### src/rtl/spdb_pkg.sv
// ----------------------------------------------------------------------------
// spdb_pkg
// Shared types and codes for the switch panel debouncer.
// ----------------------------------------------------------------------------
`default_nettype none

package spdb_pkg;

   localparam int unsigned TIME_W = 32;
   localparam int unsigned CFG_W  = 16;
   localparam int unsigned POS_W  = 16;
   localparam int unsigned STEP_W = 2;
   localparam int unsigned ADDR_W = 2;

   // item actions
   localparam logic [1:0] ACT_SAMPLE = 2'd0;
   localparam logic [1:0] ACT_READ   = 2'd1;
   localparam logic [1:0] ACT_RESET  = 2'd2;

   // register indexes
   localparam logic [ADDR_W-1:0] REG_SWITCH_MS  = 2'd0;
   localparam logic [ADDR_W-1:0] REG_STOP_MS    = 2'd1;
   localparam logic [ADDR_W-1:0] REG_STEP_US    = 2'd2;
   localparam logic [ADDR_W-1:0] REG_REVERSE_US = 2'd3;

   // register reset values
   localparam logic [CFG_W-1:0] SWITCH_MS_RST  = 16'd50;
   localparam logic [CFG_W-1:0] STOP_MS_RST    = 16'd20;
   localparam logic [CFG_W-1:0] STEP_US_RST    = 16'd2000;
   localparam logic [CFG_W-1:0] REVERSE_US_RST = 16'd3000;

   // sticky flag bit positions
   localparam int unsigned FLAG_STOP   = 0;
   localparam int unsigned FLAG_ARM    = 1;
   localparam int unsigned FLAG_LIGHTS = 2;
   localparam int unsigned FLAG_BUTTON = 3;

   // step direction codes, two's complement
   localparam logic [STEP_W-1:0] DIR_NONE = 2'b00;
   localparam logic [STEP_W-1:0] DIR_UP   = 2'b01;
   localparam logic [STEP_W-1:0] DIR_DOWN = 2'b11;

   // encoder pin pair reset: both high
   localparam logic [1:0] PAIR_IDLE = 2'b11;

   typedef struct packed {
      logic [1:0]        action;
      logic [TIME_W-1:0] time_ms;
      logic [TIME_W-1:0] time_us;
      logic              arm_level;
      logic              lights_level;
      logic              stop_level;
      logic              button_level;
      logic              clk_level;
      logic              dt_level;
   } item_type;

   typedef struct packed {
      logic [POS_W-1:0]  pos_cur;
      logic [POS_W-1:0]  pos_nxt;
      logic [STEP_W-1:0] step_cur;
      logic [STEP_W-1:0] step_nxt;
   } enc_status_type;

   typedef struct packed {
      logic stable_cur;
      logic stable_nxt;
      logic changed;
   } deb_status_type;

endpackage

`default_nettype wire

### src/rtl/spdb_debounce.sv
// ----------------------------------------------------------------------------
// spdb_debounce
// Restart-on-change debounce of one switch level, idle level zero.
// ----------------------------------------------------------------------------
`default_nettype none

module spdb_debounce (
   input  wire logic                        clock,
   input  wire logic                        reset,
   input  wire logic                        sample,
   input  wire logic                        level,
   input  wire logic [spdb_pkg::TIME_W-1:0] now,
   input  wire logic [spdb_pkg::CFG_W-1:0]  hold_ms,
   output spdb_pkg::deb_status_type         status
);

   logic                        raw_ff, raw_in;
   logic                        stable_ff, stable_in;
   logic [spdb_pkg::TIME_W-1:0] stamp_ff, stamp_in;
   logic [spdb_pkg::TIME_W-1:0] elapsed;
   logic                        changed;

   always_comb begin
      raw_in   = raw_ff;
      stamp_in = stamp_ff;
      // a new raw level restarts the timer
      if (level != raw_ff) begin
         raw_in   = level;
         stamp_in = now;
      end
      elapsed = now - stamp_in;
      changed = (elapsed > {{(spdb_pkg::TIME_W-spdb_pkg::CFG_W){1'b0}}, hold_ms})
                && (level != stable_ff);
      stable_in = changed ? level : stable_ff;
   end

   always_ff @(posedge clock) begin
      if (reset) begin
         raw_ff    <= 1'b0;
         stable_ff <= 1'b0;
         stamp_ff  <= '0;
      end else if (sample) begin
         raw_ff    <= raw_in;
         stable_ff <= stable_in;
         stamp_ff  <= stamp_in;
      end
   end

   assign status.stable_cur = stable_ff;
   assign status.stable_nxt = stable_in;
   assign status.changed    = changed;

endmodule

`default_nettype wire

### src/rtl/spdb_encoder.sv
// ----------------------------------------------------------------------------
// spdb_encoder
// Rotary clock/data decoder with step gap and reversal gap.
// ----------------------------------------------------------------------------
`default_nettype none

module spdb_encoder (
   input  wire logic                        clock,
   input  wire logic                        reset,
   input  wire logic                        sample,
   input  wire logic                        clr_step,
   input  wire logic                        clr_count,
   input  wire logic                        clk_level,
   input  wire logic                        dt_level,
   input  wire logic [spdb_pkg::TIME_W-1:0] now,
   input  wire logic [spdb_pkg::CFG_W-1:0]  step_gap,
   input  wire logic [spdb_pkg::CFG_W-1:0]  reverse_gap,
   output spdb_pkg::enc_status_type         status
);

   localparam int unsigned PAD_W = spdb_pkg::TIME_W - spdb_pkg::CFG_W;

   logic [1:0]                  pair_ff, pair_in;
   logic [spdb_pkg::TIME_W-1:0] stamp_ff, stamp_in;
   logic [spdb_pkg::STEP_W-1:0] dir_ff, dir_in;
   logic [spdb_pkg::POS_W-1:0]  count_ff, count_in;
   logic [spdb_pkg::STEP_W-1:0] delta_ff, delta_in;
   logic [spdb_pkg::TIME_W-1:0] gap;
   logic [1:0]                  cur;
   logic [spdb_pkg::STEP_W-1:0] dir;

   always_comb begin
      gap      = now - stamp_ff;
      cur      = {clk_level, dt_level};
      dir      = dt_level ? spdb_pkg::DIR_UP : spdb_pkg::DIR_DOWN;
      pair_in  = pair_ff;
      stamp_in = stamp_ff;
      dir_in   = dir_ff;
      count_in = count_ff;
      delta_in = delta_ff;
      if (gap >= {{PAD_W{1'b0}}, step_gap} && cur != pair_ff) begin
         pair_in = cur;
         // clock falling edge
         if (pair_ff[1] && !cur[1]) begin
            if (!(dir_ff != spdb_pkg::DIR_NONE && dir != dir_ff
                  && gap < {{PAD_W{1'b0}}, reverse_gap})) begin
               count_in = dt_level ? count_ff + 1'b1 : count_ff - 1'b1;
               delta_in = dir;
               dir_in   = dir;
               stamp_in = now;
            end
         end
      end
   end

   always_ff @(posedge clock) begin
      if (reset) begin
         pair_ff  <= spdb_pkg::PAIR_IDLE;
         stamp_ff <= '0;
         dir_ff   <= spdb_pkg::DIR_NONE;
         count_ff <= '0;
         delta_ff <= spdb_pkg::DIR_NONE;
      end else if (sample) begin
         pair_ff  <= pair_in;
         stamp_ff <= stamp_in;
         dir_ff   <= dir_in;
         count_ff <= count_in;
         delta_ff <= delta_in;
      end else begin
         if (clr_count) count_ff <= '0;
         if (clr_step)  delta_ff <= spdb_pkg::DIR_NONE;
      end
   end

   assign status.pos_cur  = count_ff;
   assign status.pos_nxt  = count_in;
   assign status.step_cur = delta_ff;
   assign status.step_nxt = delta_in;

endmodule

`default_nettype wire

### src/rtl/switch_panel_debouncer.sv
// ----------------------------------------------------------------------------
// switch_panel_debouncer
// Control panel input conditioner: switch debounce, stop filter, encoder.
// ----------------------------------------------------------------------------
// Takes one item per clock: an accepted item lands in an input register, is
// evaluated by the debounce, stop and encoder compares once the result
// register is free and its snapshot is held in the result register, so both
// registers keep streaming while the result side takes one transaction per
// cycle. A result that is not taken holds the input register and drops
// req_ready until it leaves. Every item returns exactly one result. Registers
// are to be written through the csr port while idle; the block doesn't check.
`default_nettype none

module switch_panel_debouncer (
   input  wire logic                         clock,
   input  wire logic                         reset,
   input  wire logic                         csr_we,
   input  wire logic [spdb_pkg::ADDR_W-1:0]  csr_addr,
   input  wire logic [spdb_pkg::CFG_W-1:0]   csr_wdata,
   input  wire logic                         req_valid,
   output logic                              req_ready,
   input  wire logic [1:0]                   req_action,
   input  wire logic [spdb_pkg::TIME_W-1:0]  req_time_ms,
   input  wire logic [spdb_pkg::TIME_W-1:0]  req_time_us,
   input  wire logic                         req_arm_level,
   input  wire logic                         req_lights_level,
   input  wire logic                         req_stop_level,
   input  wire logic                         req_button_level,
   input  wire logic                         req_clk_level,
   input  wire logic                         req_dt_level,
   output logic                              rsp_valid,
   input  wire logic                         rsp_ready,
   output logic                              rsp_armed,
   output logic                              rsp_lights_on,
   output logic                              rsp_stop_active,
   output logic                              rsp_button_down,
   output logic signed [spdb_pkg::POS_W-1:0] rsp_position,
   output logic signed [spdb_pkg::STEP_W-1:0] rsp_last_step,
   output logic                              rsp_stop_seen,
   output logic                              rsp_arm_toggled,
   output logic                              rsp_lights_toggled,
   output logic                              rsp_button_hit
);

   localparam int unsigned PAD_W = spdb_pkg::TIME_W - spdb_pkg::CFG_W;

   logic [spdb_pkg::CFG_W-1:0]  switch_ms_ff, stop_ms_ff, step_us_ff, reverse_us_ff;
   spdb_pkg::item_type          item_ff;
   logic                        item_valid_ff;
   logic                        advance;
   logic                        do_sample, do_read, do_reset;
   logic                        stop_raw_ff, stop_raw_in;
   logic [spdb_pkg::TIME_W-1:0] stop_stamp_ff, stop_stamp_in;
   logic [3:0]                  flags_ff, flags_in, flags_nxt;
   spdb_pkg::enc_status_type    enc;
   spdb_pkg::deb_status_type    arm_st, lights_st, button_st;

   // result register
   logic                        rsp_valid_ff;
   logic                        armed_ff, lights_ff, stop_ff, button_ff;
   logic [spdb_pkg::POS_W-1:0]  pos_ff;
   logic [spdb_pkg::STEP_W-1:0] step_ff;
   logic [3:0]                  rflags_ff;
   logic                        armed_in, lights_in, stop_in, button_in;
   logic [spdb_pkg::POS_W-1:0]  pos_in;
   logic [spdb_pkg::STEP_W-1:0] step_in;
   logic [3:0]                  rflags_in;

   assign advance   = item_valid_ff && (!rsp_valid_ff || rsp_ready);
   assign req_ready = !item_valid_ff || advance;
   assign do_sample = advance && (item_ff.action == spdb_pkg::ACT_SAMPLE);
   assign do_read   = advance && (item_ff.action == spdb_pkg::ACT_READ);
   assign do_reset  = advance && (item_ff.action == spdb_pkg::ACT_RESET);

   always_ff @(posedge clock) begin
      if (reset) begin
         switch_ms_ff  <= spdb_pkg::SWITCH_MS_RST;
         stop_ms_ff    <= spdb_pkg::STOP_MS_RST;
         step_us_ff    <= spdb_pkg::STEP_US_RST;
         reverse_us_ff <= spdb_pkg::REVERSE_US_RST;
      end else if (csr_we) begin
         unique case (csr_addr)
            spdb_pkg::REG_SWITCH_MS:  switch_ms_ff  <= csr_wdata;
            spdb_pkg::REG_STOP_MS:    stop_ms_ff    <= csr_wdata;
            spdb_pkg::REG_STEP_US:    step_us_ff    <= csr_wdata;
            spdb_pkg::REG_REVERSE_US: reverse_us_ff <= csr_wdata;
            default: ;
         endcase
      end
   end

   always_ff @(posedge clock) begin
      if (reset) begin
         item_valid_ff <= 1'b0;
      end else if (req_ready) begin
         item_valid_ff <= req_valid;
      end
   end

   always_ff @(posedge clock) begin
      if (req_valid && req_ready) begin
         item_ff.action       <= req_action;
         item_ff.time_ms      <= req_time_ms;
         item_ff.time_us      <= req_time_us;
         item_ff.arm_level    <= req_arm_level;
         item_ff.lights_level <= req_lights_level;
         item_ff.stop_level   <= req_stop_level;
         item_ff.button_level <= req_button_level;
         item_ff.clk_level    <= req_clk_level;
         item_ff.dt_level     <= req_dt_level;
      end
   end

   spdb_encoder u_encoder (
      .clock       (clock),
      .reset       (reset),
      .sample      (do_sample),
      .clr_step    (do_read || do_reset),
      .clr_count   (do_reset),
      .clk_level   (item_ff.clk_level),
      .dt_level    (item_ff.dt_level),
      .now         (item_ff.time_us),
      .step_gap    (step_us_ff),
      .reverse_gap (reverse_us_ff),
      .status      (enc)
   );

   spdb_debounce u_arm (
      .clock   (clock),
      .reset   (reset),
      .sample  (do_sample),
      .level   (item_ff.arm_level),
      .now     (item_ff.time_ms),
      .hold_ms (switch_ms_ff),
      .status  (arm_st)
   );

   spdb_debounce u_lights (
      .clock   (clock),
      .reset   (reset),
      .sample  (do_sample),
      .level   (item_ff.lights_level),
      .now     (item_ff.time_ms),
      .hold_ms (switch_ms_ff),
      .status  (lights_st)
   );

   // button runs inverted so its idle level is zero: stable high means pressed
   spdb_debounce u_button (
      .clock   (clock),
      .reset   (reset),
      .sample  (do_sample),
      .level   (!item_ff.button_level),
      .now     (item_ff.time_ms),
      .hold_ms (switch_ms_ff),
      .status  (button_st)
   );

   always_comb begin
      stop_raw_in   = stop_raw_ff;
      stop_stamp_in = stop_stamp_ff;
      flags_nxt     = flags_ff;
      if (item_ff.stop_level != stop_raw_ff
          && (item_ff.time_ms - stop_stamp_ff) >= {{PAD_W{1'b0}}, stop_ms_ff}) begin
         stop_raw_in   = item_ff.stop_level;
         stop_stamp_in = item_ff.time_ms;
         if (item_ff.stop_level) flags_nxt[spdb_pkg::FLAG_STOP] = 1'b1;
      end
      if (arm_st.changed)    flags_nxt[spdb_pkg::FLAG_ARM]    = 1'b1;
      if (lights_st.changed) flags_nxt[spdb_pkg::FLAG_LIGHTS] = 1'b1;
      if (button_st.changed && button_st.stable_nxt) begin
         flags_nxt[spdb_pkg::FLAG_BUTTON] = 1'b1;
      end

      flags_in = flags_ff;
      if (do_sample)    flags_in = flags_nxt;
      else if (do_read) flags_in = '0;

      // snapshot: after the update for samples, before the clear for reads; resets show cleared position and step
      armed_in  = arm_st.stable_cur;
      lights_in = lights_st.stable_cur;
      stop_in   = stop_raw_ff;
      button_in = button_st.stable_cur;
      pos_in    = enc.pos_cur;
      step_in   = enc.step_cur;
      rflags_in = flags_ff;
      unique case (item_ff.action)
         spdb_pkg::ACT_SAMPLE: begin
            armed_in  = arm_st.stable_nxt;
            lights_in = lights_st.stable_nxt;
            stop_in   = stop_raw_in;
            button_in = button_st.stable_nxt;
            pos_in    = enc.pos_nxt;
            step_in   = enc.step_nxt;
            rflags_in = flags_nxt;
         end
         spdb_pkg::ACT_RESET: begin
            pos_in  = '0;
            step_in = spdb_pkg::DIR_NONE;
         end
         default: ;
      endcase
   end

   always_ff @(posedge clock) begin
      if (reset) begin
         stop_raw_ff   <= 1'b0;
         stop_stamp_ff <= '0;
         flags_ff      <= '0;
      end else begin
         if (do_sample) begin
            stop_raw_ff   <= stop_raw_in;
            stop_stamp_ff <= stop_stamp_in;
         end
         flags_ff <= flags_in;
      end
   end

   always_ff @(posedge clock) begin
      if (reset) begin
         rsp_valid_ff <= 1'b0;
      end else if (advance) begin
         rsp_valid_ff <= 1'b1;
      end else if (rsp_ready) begin
         rsp_valid_ff <= 1'b0;
      end
   end

   always_ff @(posedge clock) begin
      if (advance) begin
         armed_ff  <= armed_in;
         lights_ff <= lights_in;
         stop_ff   <= stop_in;
         button_ff <= button_in;
         pos_ff    <= pos_in;
         step_ff   <= step_in;
         rflags_ff <= rflags_in;
      end
   end

   assign rsp_valid          = rsp_valid_ff;
   assign rsp_armed          = armed_ff;
   assign rsp_lights_on      = lights_ff;
   assign rsp_stop_active    = stop_ff;
   assign rsp_button_down    = button_ff;
   assign rsp_position       = pos_ff;
   assign rsp_last_step      = step_ff;
   assign rsp_stop_seen      = rflags_ff[spdb_pkg::FLAG_STOP];
   assign rsp_arm_toggled    = rflags_ff[spdb_pkg::FLAG_ARM];
   assign rsp_lights_toggled = rflags_ff[spdb_pkg::FLAG_LIGHTS];
   assign rsp_button_hit     = rflags_ff[spdb_pkg::FLAG_BUTTON];

endmodule

`default_nettype wire
### config.mk
export PLATFORM = sky130hd
export DESIGN_NAME = switch_panel_debouncer
export DESIGN_NICKNAME = d
export VERILOG_FILES = /design/src/rtl/spdb_pkg.sv /design/src/rtl/spdb_debounce.sv /design/src/rtl/spdb_encoder.sv /design/src/rtl/switch_panel_debouncer.sv
export SDC_FILE = /design/constraint.sdc
export NUM_CORES = 1
export LEC_CHECK = 0
export BUFFER_PORTS_ARGS = -buffer_cell sky130_fd_sc_hd__buf_2
export CAP_MARGIN = 5
export CORE_ASPECT_RATIO = 0.7
export CORE_MARGIN = 2
export CORE_UTILIZATION = 65
export CTS_BUF_LIST = sky130_fd_sc_hd__clkbuf_16
export DETAILED_ROUTE_END_ITERATION = 10
export GPL_TIMING_DRIVEN = 0
export PLACE_DENSITY = 0.95
export SYNTH_ARGS = -nofsm -noshare
export SYNTH_HDL_FRONTEND = slang
export SYNTH_SLANG_ARGS = --single-unit
### constraint.sdc
create_clock -name clock -period 10.3 [get_ports clock]
set_input_delay 1.03 -clock clock [delete_from_list [all_inputs] [get_ports clock]]
set_output_delay 1.03 -clock clock [all_outputs]
set_load 0.05 [all_outputs]
==> results of run 1 <==
worst max-delay path: cells and delay by family (launching register included):
kind	cells	cell delay, ns
adder cells (fa/ha/maj)	2	0.63
flip-flops	1	0.34
multiplexers	1	0.35
buffers and inverters	2	0.85
XOR/XNOR	2	0.73
AND/OR/NAND/NOR	6	1.56
AO/OA/AOI/OAI	9	3.11
cell families after synthesis:
kind of cell	count (synthesis)	synth area share, %
AOI/OAI and AO/OA	896	23.3
adders and majority gates	263	12.7
DFF	357	31.1
buffers and inverters	345	5.37
and+or+nand+nor	954	17.8
muxes	146	5.62
xor gates and xnor gates	122	4.21
through the flow:
| stage | instance area, µm² | instances | hold slack, ns | utilization [%] | setup WS, ns |
|---|---|---|---|---|---|
| finish | 28500 | 3804 | 0.458 | 71.9 | 2.44 |
| global route | 28500 | 3803 | 0.481 | 71.9 | 2.29 |
| CTS | 28500 | 3803 | 0.455 | 71.9 | 2.85 |
| detailed placement | 27400 | 3739 | 0.446 | 69.1 | 2.96 |
| global placement | 27400 | 3738 | 0.433 | 69.0 | 3.04 |
| floorplan | 26100 | 3083 | 0.419 | - | 4.72 |
final timing paths:
path	start	to	slack [ns]	cells past startpoint
setup / recovery	item_ff[5]	rflags_ff[1]	2.44	22
setup reg to reg	item_ff[5]	rflags_ff[1]	2.44	22
hold / removal	step_us_ff[12]	step_us_ff[12]	0.46	2
hold reg to reg	step_us_ff[12]	step_us_ff[12]	0.46	2
metal layers:
| metal | global-route usage (%) | wire [µm] | vias up |
|---|---|---|---|
| met5 | 0 | 0 | - |
| li1 | - | - | 11500 |
| met4 | 11.7 | 2720 | 0 |
| met1 | 52.9 | 33500 | 11700 |
| met3 | 9.83 | 11300 | 247 |
| met2 | 54.3 | 32400 | 1643 |
sequential cells by signal, summed over array words and instances (netlist names), 2 cells and up:
signal / count
step_us_ff: 16
stop_ms_ff: 16
switch_ms_ff: 16
u_encoder.pair_ff: 2
u_encoder.count_ff: 16
u_encoder.dir_ff: 2
u_encoder.stamp_ff: 32
u_arm.stamp_ff: 32
u_lights.stamp_ff: 32
u_encoder.delta_ff: 2
stop_stamp_ff: 32
item_ff: 72
rflags_ff: 4
u_button.stamp_ff: 32
rsp_last_step: 2
reverse_us_ff: 16
flags_ff: 4
rsp_position: 16
power by group:
group	leakage [µW]	total [µW]	switching, µW	internal (µW)
logic	0.00783	1160	720	441
clock network	0.000583	1280	594	685
registers	0.00305	1550	55.3	1490
placed cells by master (no fill, tap or decap), drive strengths merged, types with 80 or more instances in the layout:
cell	n
a211oi	87
a21o	80
a21oi	264
buf	146
clkbuf	146
dfxtp	259
edfxtp	98
ha	251
inv	224
mux2i	140
nand2	285
nand2b	94
nor2	264
o21ai	151
xnor2	92
final cells by class:
type | instances | area share (%)
Multi-Input combinational cell | 2381 | 58.1
Sequential cell | 357 | 28.5
Clock buffer | 37 | 3.24
Inverter | 210 | 2.76
Timing Repair Buffer | 121 | 2.20
Antenna cell | 1 | 0.00877
Clock inverter | 27 | 0.645
Buffer | 135 | 2.16
Tap cell | 535 | 2.35
==> results.py, run 1 <==
metrics = {
    "outcome": {
        "outcome": "finished, final reports clean",
    },
    "routing": {
        "first_pass_iters": 6,
        "wire_per_inst_um": 21.0,
        "drt_iter0_drc": 3242,
        "vias": 25100,
        "drc": 0,
        "ant_nets": 0,
        "via_per_inst": 6.60,
        "wl_mm": 79.9,
    },
    "sta": {
        "max_freq_ghz": 0.127,
        "hold_viol": 0,
        "period_minus_slack_ns": 7.86,
        "fin_crit_sh_pct": 76.3,
        "worstMarginPinSlew_ns": 1.14,
        "rsz0062_at_grt": "false",
        "setup_viol": 0,
        "fin_skew_ns": 0.0270,
        "max_slew_margin_pct": 24.1,
        "setup_tns_ns": 0,
        "drv_slew": 0,
    },
    "yosys": {
        "syn_area_per_cell_um2": 8.47,
        "synth_fp_nets": 3434,
        "yosysMostFrequentCell": "nand2_1",
        "synth_commonest_cells": "283 x nand2_1, 263 x nor2_1, 260 x a21oi_1, 259 x dfxtp_1, 251 x ha_1",
        "synth_cell_types": 120,
        "async_reset_ff_share_pct": 0,
        "synth_top_area_cell": "dfxtp_1",
        "synth_edf_count": 98,
        "synth_area_leaders": "dfxtp_1 20%, ha_1 12%, edfxtp_1 11%",
        "synth_flop_cell": "dfxtp_1",
        "ys_seq_area_share_pct": 31.1,
        "synth_cells": 3083,
        "yosys_warnings": 0,
        "yosysTopAreaCellShare_pct": 19.8,
        "syn-cell-area_um2": 26100,
        "synth_seq_cells": 357,
    },
    "finish": {
        "seqCellArea_um2": 8130,
        "fillCellCount": 2845,
        "multi_input_area_um2": 16600,
        "fin_nets": 3593,
        "drive_gt1_share_pct": 8.14,
        "area_growth_pct": 9.23,
    },
    "setup_path": {
        "critical_path.max_fanout": 10,
        "crit_chain": "buf_2 -> xor2_2 -> clkbuf_1 -> mux2i_1 -> ha_1 -> a21o_1 -> a221oi_1 -> o41ai_4 -> a21boi_0 -> o21ai_0 -> xor2_1 -> ha_1 -> nand2_1 -> nor2_1 -> a2111oi_0 -> o21ai_0 -> o21ai_0 -> nand3_1 -> or4_4 -> nor4_4 -> nor2_1 -> a21o_1",
        "crit_slowest_cell": "a221oi_1",
        "critPathLaunchType": "flop",
        "slowest_delay_ns": 0.68,
        "critPathKind": "flop to flop",
        "cp_common_cell": "o21ai_0",
        "crit_required_ns": 10.60,
        "end_kind": "flop",
        "critical_path_arrival_ns": 8.15,
    },
    "floorplanning": {
        "io_pins": 123,
        "core_um2": 39700,
        "rows": 61,
        "die_x_um": 244,
        "start_util_pct": 65.8,
        "fp.dieH_um": 172,
        "dieArea_um2": 41800,
    },
    "clock_network": {
        "cts_tree": "done",
        "post_cts_buffers": 0,
        "clock_latency_ns": 0.55,
        "cts_root_buffer": "clkbuf_16",
        "cts_sinks": 357,
        "cts.clk_slew.worst_paths_ns": 0.06,
        "cts.repair.resized": 0,
        "ctsHtreeMaxLevel": 2,
        "cts.path.max_buffers": 3,
        "cts_buffers": 36,
        "hold_buffers": 0,
    },
    "global_routing": {
        "grt_usage_pct": 37.0,
        "grt_pass1_vias": 23100,
        "grt_pass1_wl_mm": 124,
        "grt-ovfl-total": 0,
        "grt_antenna_before_repair": 0,
        "grt_max_degree": 38,
    },
    "job": {
        "maxCapViolCount": 0,
    },
    "placement": {
        "place_hpwl_mm": 59.3,
        "place_congestion": 1.03,
        "portBuffers": 120,
    },
    "power_and_ir_drop": {
        "vdd_ir_drop_max_mv": 0.159,
        "powerDensity_nw_per_um2": 140,
        "p_leak_uw": 0.0115,
        "power_uw": 3990,
    },
    "worst_hold_path": {
        "hold_path.class": "flop to flop",
    },
}
No activity file was read; power rests on OpenSTA's default activity.
==> run 2: changes to the inputs <==
Settings changed: CORE_UTILIZATION 65 to 63, PLACE_DENSITY 0.95 to 0.93.
Clock period 10.3 ns to 7.36 ns, I/O delays scaled along.
==> run 2 against run 1 <==
Net effect:
- utilization is 1.7 points lower
- sequential power up 40%
- clock power grew 56%
- combinational power increased by 38%
- first-iteration DRC count is 12% lower
- sequential share of layout area shrank 0.22 points
- power increased by 45%
- critical path depth fell by 1
- global-route usage fell by 1.5 points
- cell count up 0.39%
- non-clock buffer count grew 1
- clock-buffer cell count increased by 4
- largest cell class unchanged
- highest routed layer is now met5
==> results.py, run 2 (synthesized netlist as in run 1, its figures left out) <==
metrics = {
    "sta": {
        "period_minus_slack_ns": 7.07,
        "worstMarginPinSlew_ns": 1.24,
        "rsz0062_at_grt": "false",
        "fin_crit_sh_pct": 96.1,
        "setup_tns_ns": 0,
        "setup_viol": 0,
        "drv_slew": 0,
        "max_freq_ghz": 0.141,
        "fin_skew_ns": 0.0386,
        "max_slew_margin_pct": 17.5,
        "hold_viol": 0,
    },
    "setup_path": {
        "critical_path.max_fanout": 10,
        "reg2reg_depth": 21,
        "rr_endpoint": "rflags_ff[1]",
        "endpoint": "rflags_ff[1]",
        "crit_required_ns": 7.71,
        "r2r-start": "item_ff[5]",
        "critical_path_arrival_ns": 7.42,
        "crit_start": "item_ff[5]",
        "rrSetupSlack_ns": 0.29,
        "critPathLaunchType": "flop",
        "end_kind": "flop",
        "critPathKind": "flop to flop",
    },
    "clock_network": {
        "clock_latency_ns": 0.59,
        "cts_root_buffer": "clkbuf_16",
        "cts_tree": "done",
        "hold_buffers": 0,
        "cts_buffers": 38,
        "cts.clk_slew.worst_paths_ns": 0.07,
        "cts.path.max_buffers": 3,
        "cts_sinks": 357,
        "ctsHtreeMaxLevel": 2,
    },
    "outcome": {
        "outcome": "finished, final reports clean",
    },
    "power_and_ir_drop": {
        "vdd_ir_drop_max_mv": 0.233,
        "powerDensity_nw_per_um2": 201,
        "p_leak_uw": 0.0116,
    },
    "floorplanning": {
        "dieArea_um2": 43100,
        "die_x_um": 247,
        "start_util_pct": 63.8,
        "rows": 62,
        "io_pins": 123,
        "fp.dieH_um": 174,
        "core_um2": 41000,
    },
    "placement": {
        "dp.cells": 3748,
        "portBuffers": 120,
        "place_congestion": 0.990,
        "dpl_cell_area_um2": 27400,
        "place_hpwl_mm": 58.3,
    },
    "routing": {
        "wire_per_inst_um": 20.5,
        "drc": 0,
        "wl_mm": 78.3,
        "vias": 24400,
        "drt_iter0_drc": 2863,
        "via_per_inst": 6.40,
        "first_pass_iters": 6,
        "ant_nets": 0,
    },
    "job": {
        "maxCapViolCount": 0,
    },
    "global_routing": {
        "grt_antenna_before_repair": 1,
        "grt_usage_pct": 35.5,
        "grt_pass1_wl_mm": 122,
        "grt_pass1_vias": 22800,
        "grt_max_degree": 51,
        "grt-ovfl-total": 0,
    },
    "finish": {
        "final_common_cell": "nand2_1",
        "antenna_cells": 0,
        "area_growth_pct": 10.1,
        "drive_gt1_share_pct": 8.49,
        "largest-register": "item_ff",
        "fillCellCount": 3141,
        "largest_reg_flops": 72,
        "instances_no_fill": 3819,
        "fin_nets": 3596,
        "layout_common_cells": "283 x nand2_1, 263 x nor2_1, 260 x a21oi_1",
        "finalInstanceArea_um2": 28800,
    },
    "worst_hold_path": {
        "hold_path.class": "input pin to flop",
    },
}
-- run 2: per-layer routing --
layer  wire length (µm)  global-route usage, %
met2              32700                   52.9
met1              32900                   49.1
met5                 11                      0
met4               3430                   14.7
met3               9280                   8.75
-- run 2: critical path, cell delays in order (launching register included) --
cell and delay [ns]:
edfxtp_1 0.37, buf_2 0.19, xor2_4 0.39, clkbuf_1 0.56, mux2i_1 0.25, ha_1 0.29
a21o_1 0.20, a221oi_1 0.53, o41ai_4 0.26, a21boi_0 0.37, o21ai_0 0.16, xor2_1 0.28
ha_1 0.30, a22o_1 0.20, a2111oi_0 0.36, o21ai_0 0.16, o21ai_1 0.37, nand3_1 0.16
or4_4 0.55, nor4_4 0.51, nor2_1 0.18, a21o_1 0.22
-- run 2: through the flow --
stage / total power [µW] / setup WS, ns / utilization (%) / hold WS, ns
6_report: 5770 / 0.290 / 70.2 / 0.315
5_1_grt: 6000 / 0.00340 / 70.2 / 0.313
4_1_cts: 5710 / 0.124 / 70.1 / 0.308
3_5_place_dp: 3730 / 0.165 / 67.0 / 0.444
3_3_place_gp: 3700 / 0.228 / 66.9 / 0.431
2_1_floorplan: 3330 / 1.78 / - / 0.419
-- run 2: cell type report --
class	count	area [µm²]	area share (%)
well taps	544	681	2.37
plain buffers	135	619	2.15
multi-input cells	2381	16600	57.8
repair buffers	122	636	2.21
clock inverters	29	263	0.914
clock buffers	41	1030	3.57
flip-flops and latches	357	8130	28.3
inverters	210	788	2.74
-- run 2: report_power, final --
part / leakage (µW) / total [µW] / switching [µW] / internal (µW)
Combinational: 0.00785 / 1600 / 978 / 618
Sequential: 0.00305 / 2170 / 81.6 / 2090
Clock: 0.000655 / 2000 / 897 / 1100
Total: 0.0116 / 5770 / 1960 / 3810
-- run 2: what timing repair did --
| item | 4_1_cts | 5_1_grt |
|---|---|---|
| setup buffers | 0 | 1 |
| gates resized for setup | 0 | 8 |
| endpoints found under the setup margin | 0 | 12 |
-- run 2: worst min path at each step --
stage	startpoint	endpoint	slack, ns	cells past startpoint
2_1_floorplan	flags_ff[0]	flags_ff[0]	0.42	2
3_3_place_gp	flags_ff[0]	flags_ff[0]	0.43	2
3_5_place_dp	flags_ff[0]	flags_ff[0]	0.44	2
4_1_cts	req_time_ms[6]	item_ff[44]	0.31	1
5_1_grt	req_time_ms[7]	item_ff[45]	0.31	1
6_report	req_time_us[0]	item_ff[6]	0.31	1
